$ cat src/rtl/core/wbps_pkg.sv
// Shared types and constants for the wildcard byte pattern scanner.
// No dependencies; used by every module under rtl/core.
package wbps_pkg;

	localparam int PATTERN_MAX = 32;
	localparam int PAT_REGS    = 4;
	localparam int REG_W       = 64;
	localparam int ADDR_W      = 64;
	localparam int LEN_W       = 6;
	localparam int IDX_W       = $clog2(PATTERN_MAX);
	localparam int CFG_IDX_W   = 3;
	localparam int Q_DEPTH     = 4;
	localparam int Q_PTR_W     = $clog2(Q_DEPTH);
	localparam int Q_CNT_W     = $clog2(Q_DEPTH + 1);

	typedef logic [PATTERN_MAX-1:0][7:0] byte_vec_t;

	typedef enum logic [CFG_IDX_W-1:0] {
		CFG_BASE_ADDRESS = 3'd0,
		CFG_PATTERN_0    = 3'd1,
		CFG_PATTERN_1    = 3'd2,
		CFG_PATTERN_2    = 3'd3,
		CFG_PATTERN_3    = 3'd4,
		CFG_PATTERN_LEN  = 3'd5,
		CFG_FIRST_ONLY   = 3'd6
	} cfg_idx_t;

	typedef struct packed {
		logic [ADDR_W-1:0] addr;
		logic              found;
		logic              last;
	} result_t;

	// Number of results pushed into the output queue for one item.
	typedef enum logic [1:0] {
		PUSH_NONE = 2'd0,
		PUSH_ONE  = 2'd1,
		PUSH_TWO  = 2'd2
	} push_cnt_t;

endpackage

$ cat src/rtl/core/wildcard_byte_pattern_scan.sv
// Top level of the wildcard byte pattern scanner: config registers, window,
// one input stage and the result stage. Uses wbps_pkg, wbps_match, wbps_out_queue.
//
//   Channel | Handshake            | Payload
//   --------+----------------------+---------------------------------
//   cfg     | cfg_valid/cfg_ready  | cfg_index, cfg_data
//   in      | in_valid/in_ready    | data_byte, region_last
//   out     | out_valid/out_ready  | match_address, found, last
//
// One input byte per cycle while the queue has room. A byte is registered
// together with its window in the input stage; the window compare and
// address add then feed the result queue, from which results are taken.
// A byte with a match and region_last gives two results; the queue drains
// one per cycle while out_ready is high. Input stalls only when the queue
// holds more than two results. Reset clears registers, window and position count.
module wildcard_byte_pattern_scan (
	input  logic                               clk,
	input  logic                               arst_n,
	input  logic                               cfg_valid,
	output logic                               cfg_ready,
	input  logic [wbps_pkg::CFG_IDX_W-1:0]     cfg_index,
	input  logic [wbps_pkg::REG_W-1:0]         cfg_data,
	input  logic                               in_valid,
	output logic                               in_ready,
	input  logic [7:0]                         data_byte,
	input  logic                               region_last,
	output logic                               out_valid,
	input  logic                               out_ready,
	output logic [wbps_pkg::ADDR_W-1:0]        match_address,
	output logic                               found,
	output logic                               last
);

	logic [wbps_pkg::ADDR_W-1:0]                    base_q;
	logic [wbps_pkg::PAT_REGS-1:0][wbps_pkg::REG_W-1:0] pat_q;
	logic [wbps_pkg::LEN_W-1:0]                     plen_q;
	logic                                           first_only_q;

	wbps_pkg::byte_vec_t                window_q;
	logic [wbps_pkg::ADDR_W-1:0]        pos_q;
	logic                               first_done_q;

	logic                               valid_s1;
	wbps_pkg::byte_vec_t                win_s1;
	logic                               last_s1;
	logic                               enough_s1;
	logic [wbps_pkg::ADDR_W-1:0]        offset_s1;

	wbps_pkg::byte_vec_t                win_next;
	wbps_pkg::byte_vec_t                pattern;
	logic [wbps_pkg::LEN_W-1:0]         len_eff;
	logic [wbps_pkg::LEN_W-1:0]         len_m1;
	logic                               in_fire;
	logic                               adv_s1;
	logic                               hit;
	logic                               report;
	wbps_pkg::push_cnt_t                push_cnt;
	wbps_pkg::result_t                  push_data0;
	wbps_pkg::result_t                  push_data1;
	wbps_pkg::result_t                  match_res;
	wbps_pkg::result_t                  marker_res;
	wbps_pkg::result_t                  head_data;
	logic [wbps_pkg::Q_CNT_W-1:0]       q_count;

	assign cfg_ready = 1'b1;
	assign pattern   = pat_q;
	assign len_eff   = (plen_q > wbps_pkg::LEN_W'(wbps_pkg::PATTERN_MAX)) ?
		wbps_pkg::LEN_W'(wbps_pkg::PATTERN_MAX) : plen_q;
	assign len_m1    = len_eff - wbps_pkg::LEN_W'(1);
	assign win_next  = {data_byte, window_q[wbps_pkg::PATTERN_MAX-1:1]};

	// The first stage moves on whenever the queue can take two results.
	assign adv_s1   = valid_s1 && (q_count <= wbps_pkg::Q_CNT_W'(wbps_pkg::Q_DEPTH - 2));
	assign in_ready = !valid_s1 || adv_s1;
	assign in_fire  = in_valid && in_ready;

	always_ff @(posedge clk or negedge arst_n) begin
		if (!arst_n) begin
			base_q       <= '0;
			pat_q        <= '0;
			plen_q       <= '0;
			first_only_q <= 1'b0;
		end else if (cfg_valid) begin
			unique case (wbps_pkg::cfg_idx_t'(cfg_index))
				wbps_pkg::CFG_BASE_ADDRESS: base_q       <= cfg_data;
				wbps_pkg::CFG_PATTERN_0:    pat_q[0]     <= cfg_data;
				wbps_pkg::CFG_PATTERN_1:    pat_q[1]     <= cfg_data;
				wbps_pkg::CFG_PATTERN_2:    pat_q[2]     <= cfg_data;
				wbps_pkg::CFG_PATTERN_3:    pat_q[3]     <= cfg_data;
				wbps_pkg::CFG_PATTERN_LEN:  plen_q       <= cfg_data[wbps_pkg::LEN_W-1:0];
				wbps_pkg::CFG_FIRST_ONLY:   first_only_q <= cfg_data[0];
				default: ;
			endcase
		end
	end

	always_ff @(posedge clk or negedge arst_n) begin
		if (!arst_n) begin
			window_q <= '0;
			pos_q    <= '0;
			valid_s1 <= 1'b0;
		end else begin
			if (in_fire) begin
				if (region_last) begin
					window_q <= '0;
					pos_q    <= '0;
				end else begin
					window_q <= win_next;
					pos_q    <= pos_q + wbps_pkg::ADDR_W'(1);
				end
			end
			if (in_ready) begin
				valid_s1 <= in_valid;
			end
		end
	end

	// pos_q counts bytes before this one, so the start offset is pos_q - (len - 1).
	always_ff @(posedge clk) begin
		if (in_fire) begin
			win_s1    <= win_next;
			last_s1   <= region_last;
			enough_s1 <= (pos_q >= wbps_pkg::ADDR_W'(len_m1)) && !(&pos_q);
			offset_s1 <= pos_q - wbps_pkg::ADDR_W'(len_m1);
		end
	end

	wbps_match u_match (
		.window  (win_s1),
		.pattern (pattern),
		.len     (len_eff),
		.hit     (hit)
	);

	assign report = hit && enough_s1 && (!first_only_q || !first_done_q);

	always_comb begin
		match_res.addr   = base_q + offset_s1;
		match_res.found  = 1'b1;
		match_res.last   = 1'b0;
		marker_res.addr  = '0;
		marker_res.found = 1'b0;
		marker_res.last  = 1'b1;
		push_data1       = marker_res;
		if (!adv_s1) begin
			push_cnt   = wbps_pkg::PUSH_NONE;
			push_data0 = match_res;
		end else if (report) begin
			push_cnt   = last_s1 ? wbps_pkg::PUSH_TWO : wbps_pkg::PUSH_ONE;
			push_data0 = match_res;
		end else begin
			push_cnt   = last_s1 ? wbps_pkg::PUSH_ONE : wbps_pkg::PUSH_NONE;
			push_data0 = marker_res;
		end
	end

	always_ff @(posedge clk or negedge arst_n) begin
		if (!arst_n) begin
			first_done_q <= 1'b0;
		end else if (adv_s1) begin
			if (last_s1) begin
				first_done_q <= 1'b0;
			end else if (report && first_only_q) begin
				first_done_q <= 1'b1;
			end
		end
	end

	wbps_out_queue u_out_queue (
		.clk        (clk),
		.arst_n     (arst_n),
		.push_cnt   (push_cnt),
		.push_data0 (push_data0),
		.push_data1 (push_data1),
		.pop        (out_valid && out_ready),
		.head_data  (head_data),
		.not_empty  (out_valid),
		.count      (q_count)
	);

	assign match_address = head_data.addr;
	assign found         = head_data.found;
	assign last          = head_data.last;

`ifndef SYNTHESIS
	a_region_clear: assert property (@(posedge clk) disable iff (!arst_n)
		in_fire && region_last |=> pos_q == '0 && window_q == '0)
		else $error("window or position not cleared after the last byte of a region");
	a_s1_hold: assert property (@(posedge clk) disable iff (!arst_n)
		valid_s1 && !adv_s1 |=> valid_s1 && $stable(offset_s1) && $stable(last_s1))
		else $error("stalled first stage lost its item");
	a_first_only_single: assert property (@(posedge clk) disable iff (!arst_n)
		adv_s1 && first_only_q && first_done_q |-> !report)
		else $error("second match reported in first-only mode");
	a_marker_closes: assert property (@(posedge clk) disable iff (!arst_n)
		adv_s1 && last_s1 |=> !first_done_q)
		else $error("first-only flag survived the end of a region");
`endif

endmodule

$ cat src/rtl/core/wbps_match.sv
// Window compare: checks the newest len bytes of the window against the pattern.
// Pattern byte 0 is literal, later zero bytes are wildcards. Uses wbps_pkg.
module wbps_match (
	input  wbps_pkg::byte_vec_t          window,
	input  wbps_pkg::byte_vec_t          pattern,
	input  logic [wbps_pkg::LEN_W-1:0]   len,
	output logic                         hit
);

	always_comb begin
		logic [wbps_pkg::LEN_W:0]   sum;
		logic [wbps_pkg::IDX_W-1:0] idx;
		logic [7:0]                 pb;
		logic                       ok;
		hit = (len != '0);
		for (int k = 0; k < wbps_pkg::PATTERN_MAX; k++) begin
			// Window slot k lines up with pattern index k + len - PATTERN_MAX.
			sum = (wbps_pkg::LEN_W + 1)'(k) + {1'b0, len};
			idx = wbps_pkg::IDX_W'(sum - (wbps_pkg::LEN_W + 1)'(wbps_pkg::PATTERN_MAX));
			pb  = pattern[idx];
			ok  = (pb == window[k]) || ((idx != '0) && (pb == 8'h00));
			if (sum >= (wbps_pkg::LEN_W + 1)'(wbps_pkg::PATTERN_MAX) && !ok) begin
				hit = 1'b0;
			end
		end
	end

endmodule

$ cat src/rtl/core/wbps_out_queue.sv
// Small result queue that takes up to two results per cycle and gives one.
// Uses wbps_pkg for the result type and the depth constants.
module wbps_out_queue (
	input  logic                           clk,
	input  logic                           arst_n,
	input  wbps_pkg::push_cnt_t            push_cnt,
	input  wbps_pkg::result_t              push_data0,
	input  wbps_pkg::result_t              push_data1,
	input  logic                           pop,
	output wbps_pkg::result_t              head_data,
	output logic                           not_empty,
	output logic [wbps_pkg::Q_CNT_W-1:0]   count
);

	wbps_pkg::result_t                entry_q [wbps_pkg::Q_DEPTH];
	logic [wbps_pkg::Q_PTR_W-1:0]     head_q;
	logic [wbps_pkg::Q_PTR_W-1:0]     tail_q;
	logic [wbps_pkg::Q_CNT_W-1:0]     count_q;
	logic [wbps_pkg::Q_PTR_W-1:0]     tail_p1;
	logic [wbps_pkg::Q_CNT_W-1:0]     push_n;

	assign tail_p1   = tail_q + wbps_pkg::Q_PTR_W'(1);
	assign push_n    = wbps_pkg::Q_CNT_W'(push_cnt);
	assign head_data = entry_q[head_q];
	assign not_empty = (count_q != '0);
	assign count     = count_q;

	always_ff @(posedge clk or negedge arst_n) begin
		if (!arst_n) begin
			head_q  <= '0;
			tail_q  <= '0;
			count_q <= '0;
		end else begin
			if (pop) begin
				head_q <= head_q + wbps_pkg::Q_PTR_W'(1);
			end
			tail_q  <= tail_q + wbps_pkg::Q_PTR_W'(push_n);
			count_q <= count_q + push_n - wbps_pkg::Q_CNT_W'(pop);
		end
	end

	always_ff @(posedge clk) begin
		if (push_cnt != wbps_pkg::PUSH_NONE) begin
			entry_q[tail_q] <= push_data0;
		end
		if (push_cnt == wbps_pkg::PUSH_TWO) begin
			entry_q[tail_p1] <= push_data1;
		end
	end

`ifndef SYNTHESIS
	a_count_bound: assert property (@(posedge clk) disable iff (!arst_n)
		count_q <= wbps_pkg::Q_CNT_W'(wbps_pkg::Q_DEPTH))
		else $error("result queue overfilled");
	a_no_underflow: assert property (@(posedge clk) disable iff (!arst_n)
		pop |-> count_q != '0)
		else $error("result queue popped while empty");
	a_count_tracks: assert property (@(posedge clk) disable iff (!arst_n)
		!pop && push_cnt == wbps_pkg::PUSH_NONE |=> $stable(count_q) && $stable(head_q))
		else $error("result queue changed without a transfer");
`endif

endmodule

$ cat config.mk
export PLATFORM = sky130hd
export DESIGN_NAME = wildcard_byte_pattern_scan
export DESIGN_NICKNAME = d
export VERILOG_FILES = /design/src/rtl/core/wbps_pkg.sv /design/src/rtl/core/wildcard_byte_pattern_scan.sv /design/src/rtl/core/wbps_match.sv /design/src/rtl/core/wbps_out_queue.sv
export SDC_FILE = /design/constraint.sdc
export NUM_CORES = 2
export LEC_CHECK = 0
export ABC_CLOCK_PERIOD_IN_PS = 17240
export BUFFER_PORTS_ARGS = -buffer_cell sky130_fd_sc_hd__buf_4
export CAP_MARGIN = 20
export CORE_MARGIN = 3
export CORE_UTILIZATION = 35
export DETAILED_ROUTE_END_ITERATION = 6
export GPL_ROUTABILITY_DRIVEN = 1
export MAX_ROUTING_LAYER = met4
export PLACE_DENSITY = 0.52
export RECOVER_POWER = 100
export SYNTH_ARGS = -nofsm -noshare
export SYNTH_HDL_FRONTEND = slang
export SYNTH_SLANG_ARGS = --single-unit
$ cat constraint.sdc
create_clock -name clk -period 17.24 [get_ports clk]
set_clock_uncertainty 0.2 [all_clocks]
set_input_delay 1.724 -clock clk [delete_from_list [all_inputs] [get_ports clk]]
set_output_delay 1.724 -clock clk [all_outputs]
set_load 0.005 [all_outputs]
# Word-level counts from Yosys, hierarchy flattened
# Memories as Yosys holds them, arrays and structs flattened.
# Index checks and enable logic that the tools add are counted.
# totals
reg_bits,970
latch_bits,0
mem_bits_rw,264
mem_bits_ro,0
input_bits,81
word_cells,588
memories,1
# op_classes
add_sub_neg,72
mul,0
div,0
order_cmp,67
n_eq_ne,39
shifts,0
mux,111
bitwise_logic,0
reduce_logical,219
# memory_table
name,words,word_bits,rd,rd_clocked_by_memory_dff,wr,line,rtl
u_out_queue.entry_q,4,66,1,0,2,wbps_out_queue.sv:15,wbps_pkg::result_t entry_q [wbps_pkg::Q_DEPTH];
# ops
cell,n
$bmux 8 s5,32
$eq 8x8->1,32
$logic_not 8->1,32
$mux 256,1
$mux 8,32
$ge 7x6->1 const B,31
$lt 5x6->1 const B,32
$reduce_bool 5->1,32
$sub 5x1->5 const B,32
$mux 66,2
$add 5x6->7 const A,16
$logic_and 1x1->1,71
$add 64x1->64 const B,1
$add 64x64->64,1
$ge 64x6->1,1
$mux 64,1
$reduce_and 64->1,1
$sub 64x6->64,1
$add 4x6->7 const A,8
$mux 1,39
$logic_not 1->1,36
$logic_or 1x1->1,34
$add 3x6->7 const A,4
$reduce_and 2->1,8
20 further kinds,28

# Depth between registers and ports, before layout
# depth
ltp_word,49
depth_mapped,35

# By module
# Synthesis repeated with hierarchy kept, for this count alone.
# unflattened
hier_cells,7623
area_unflattened_um2,85515.8
# by_module_without_submodules
mod,instances,cells_per_inst,area_per_inst_um2
wildcard_byte_pattern_scan,1,3341,40895.5
wbps_match,1,3606,31212.4
wbps_out_queue,1,676,13407.9

# Worst setup path after synthesis
# OpenSTA, ideal clock, no wires.
# synth_path
kind,input port to flip-flop
from,input port in_valid
to,register pos_q[58] (netlist name)
arrival_time_ns,11.028
required_ns,16.962
setup_slack_ns,5.933
cell_stages,11
path_buffers,0
path_cell_list,nand2_1 > inv_1 > nand2_1 > nor2_1 > nand2_1 > nor2_1 > nand3_1 > nor2_1 > nand3_1 > or3_1 > a21oi_1
# synth_via
elab_chain_len,1
# synth_rtl
item,line,rtl
start: declaration,wildcard_byte_pattern_scan.sv:23,"input logic in_valid,"
$logic_and 1x1->1,wildcard_byte_pattern_scan.sv:75,assign in_fire = in_valid && in_ready;
via in_fire,wildcard_byte_pattern_scan.sv:53,logic in_fire;
end signal: assignment,wildcard_byte_pattern_scan.sv:109,pos_q <= pos_q + wbps_pkg::ADDR_W'(1);
end: declaration,wildcard_byte_pattern_scan.sv:40,logic [wbps_pkg::ADDR_W-1:0] pos_q;
# The timed path passes the listed nets, and every way through them passes these cells.
# A chain may end at the register's enable or synchronous reset.

==> metrics <==
Synth Area in Simple Gates=14.9%; fillers=23600; share of layout cells above drive strength 1=16.3%; Seq/Total Area, Yosys=37.1%; io pins=150; Setup WS pre-CTS=5.76 ns; hold buffers post-CTS=0; Post-Syn Nets=8912; Post-Syn Instances=8737; Least-Margin Pin Slew=8.30 ns; Syn Std Cell Area=83900 sq um; failing checks=design-rule violations, max-capacitance violations, max-slew violations; Critical Path Sink Type=flop; core area=238000 sq um; port bufs=148; WHS Path Cells=0; worst hold path class=flop to flop; Max Cap Violations=33; Post-Place Cells=11700; Post-Layout Cell Count=12000; crit path DAT=14.80 ns; Crit Path Class=flop to flop; placed cell areas=89400 sq um; reg-to-reg startpoint=plen_q[0]$_DFFE_PN0P_; Post-CTS Setup Repair Bufs=0; DR WL/cell=41.4 microns; unrepaired setup endpoints after global routing=false; drt drc=2; EDFF count, synth=322; Final HPWL DP=396000 microns; Layout Cell Area excl Fill=94100 sq um; CTS sink cnt=1234; Max Root-Sink Buffers=3; Vias/cell=6.43; Cell Pwr Density=200 nW/um^2; crit start category=flop; xor/xnor cell area share of the yosys netlist=6.24%; Starting Density=35.2%; Vias=77500; R2R setup slack=2.94 ns; H-tree level count=4; CTS tree=yes; total clock buffers created by CTS=144; Die Footprint=246000 sq um; Netlist cell types=100; R2R Path End=u_out_queue.entry_q[3][41]$_SDFFE_PP0P_; most common cell after layout, fill and taps aside=nand2_1; fmax=69.9 MHz; final worst slack=2.94 ns; Final period util=83.0%; Worst slew margin=-453%; Top FF cell, synth=dfrtp_1; grt ovf=0; worst skew pair latency=0.85 ns; Slew Viols, Final=1910; clk slew on worst S/H paths=0.06 ns; Die W=496 microns; Leak=36.1 nW; DR iter-0 viols=10500; Tmin final=14.30 ns; Power Total=18.8 mW; Area Growth Syn to Fin=12.2%; row count=179; TritonRoute pass-1 iters=7; reg2reg path depth=20; post-layout util=39.5%; synthesized flop and latch total=1234; fin nets=8891; Crit path required time=17.74 ns; Hold Path Origin=win_next[4]$_DFFE_PN0P_; initial antenna violation count=59; setup TNS=0 ns; peak supply drop=0.117 mV; syn_area_per_cell=9.60 sq um; Root Buffer=clkbuf_16; Max Fanout on Critical Path=106; Synth Area in Adders=1.43%; most frequent cells in the layout=nand2_1, mux2i_1, dfrtp_1, o21ai_0, mux2_2; largest family of logic cells by synthesized area=multiplexers; GRT Overall Usage=40.5%; endpoints failing setup=0; final hold vios=0; final estimated routing congestion in global placement=1.10; global-route wire length before repair=660000 microns; Ys Warns=0; Die Ht=496 microns; post-CTS resize count=0; final hold slack=0.218 ns; compound-gate portion of the synthesized area=15.2%; status=complete, but fails checks; Hold EP=win_s1[4]$_DFFE_PP_; Final ANT Viol Nets=0; vias in the first global route=72100; pin count of the biggest net entering global routing=142; Post-synth ARST share=52.5%; Total Routed Length=498000 microns; proportion of synthesized area in mux cells=21.4%
## worst max-delay path by stage
stage                                from                                 endpoint  slack [ns]
finish              plen_q[0]$_DFFE_PN0P_  u_out_queue.entry_q[3][41]$_SDFFE_PP0P_        2.94
global route        plen_q[0]$_DFFE_PN0P_  u_out_queue.entry_q[3][54]$_SDFFE_PP0P_        2.95
CTS                 plen_q[0]$_DFFE_PN0P_  u_out_queue.entry_q[3][64]$_SDFFE_PP0P_        5.74
detailed placement  plen_q[0]$_DFFE_PN0P_  u_out_queue.entry_q[3][64]$_SDFFE_PP0P_        5.76
global placement    plen_q[0]$_DFFE_PN0P_   u_out_queue.entry_q[3][0]$_SDFFE_PP1P_        5.02
floorplan                        in_valid                    pos_q[58]$_DFFE_PN0P_        5.93
## where the power goes
part	switching, mW	internal (mW)
Sequential	0.900	3.49
Combinational	7.77	3.53
Clock	1.41	1.73
Total	10.1	8.75
## final cells by class
type	instances	area [sq um]	share of cell area, %
inverter	69	280	0.298
sequential	1234	31200	33.1
clock buffer	197	3970	4.22
clock inverter	70	882	0.937
timing repair buffer	510	3660	3.89
antenna	34	85.1	0.0904
tap	3167	3960	4.21
multi-input combinational	6757	50100	53.2
## registers in the layout, summed over array words and instances (netlist names), 2 cells and up
name / count
base_q: 64
offset_s1: 64
pat_q: 256
plen_q: 6
pos_q: 64
u_out_queue.count: 3
u_out_queue.entry_q: 264
u_out_queue.head_q: 2
u_out_queue.tail_q: 2
win_next: 248
win_s1: 256
## cell families (layout without fill, tap and decap cells)
kind of cell / Yosys count / after routing
adder cells (fa/ha/maj): 94 / 94
buffers and inverters: 746 / 846
other: 1 / 35
AND/OR/NAND/NOR: 2676 / 2676
multiplexers: 1479 / 1479
flip-flops: 1234 / 1234
XOR/XNOR: 594 / 594
AO/OA/AOI/OAI: 1913 / 1913
## critical path, cell delays in order (launching register included)
cell and delay (ns):
dfrtp_1 1.39, nor2b_1 0.58, inv_8 0.20, ha_1 0.67
xnor2_4 0.30, clkbuf_1 1.79, clkinv_1 0.24, buf_4 0.54
mux2i_1 0.82, mux2i_1 0.31, mux2i_1 0.29, nor4_1 0.07
or3_1 0.49, a41oi_1 1.04, or4_1 0.24, nor4_1 0.06
nand4b_1 0.16, clkbuf_1 2.22, buf_4 0.95, buf_4 0.92
o21ai_0 0.22
## synthesized netlist by cell type, drive strengths merged (29+ instances only)
cell type	count	area, sq um
inv	67	254
ha	91	1140
o22ai	54	338
a31oi	61	382
o211ai	81	608
a21o	63	473
o31ai	123	923
nand2	1264	4750
o21ai	638	3190
and2	42	263
a2bb2oi	65	569
dfxtp	264	5290
a21oi	236	1180
clkbuf	423	1590
a221oi	35	319
nand3	216	1080
nor2	360	1350
nor4	54	338
a211oi	64	480
xor2	299	2620
mux2	410	4620
nand4	87	544
or3	207	1290
buf	254	1330
nor3	146	736
nand2b	65	407
edfxtp	322	9670
nor3b	29	218
dfrtp	648	16200
mux2i	860	8610
mux4	209	4710
o21a	33	248
a22oi	79	593
and3	65	407
xnor2	295	2620
o22a	50	438
## per-layer routing
layer,share of wire [%],GRT usage [%]
met4,7.7,24.9
met2,41,56.6
met1,42,53.1
met3,9.0,9.18
met5,0,-
Power figures use the tool's default switching activity.
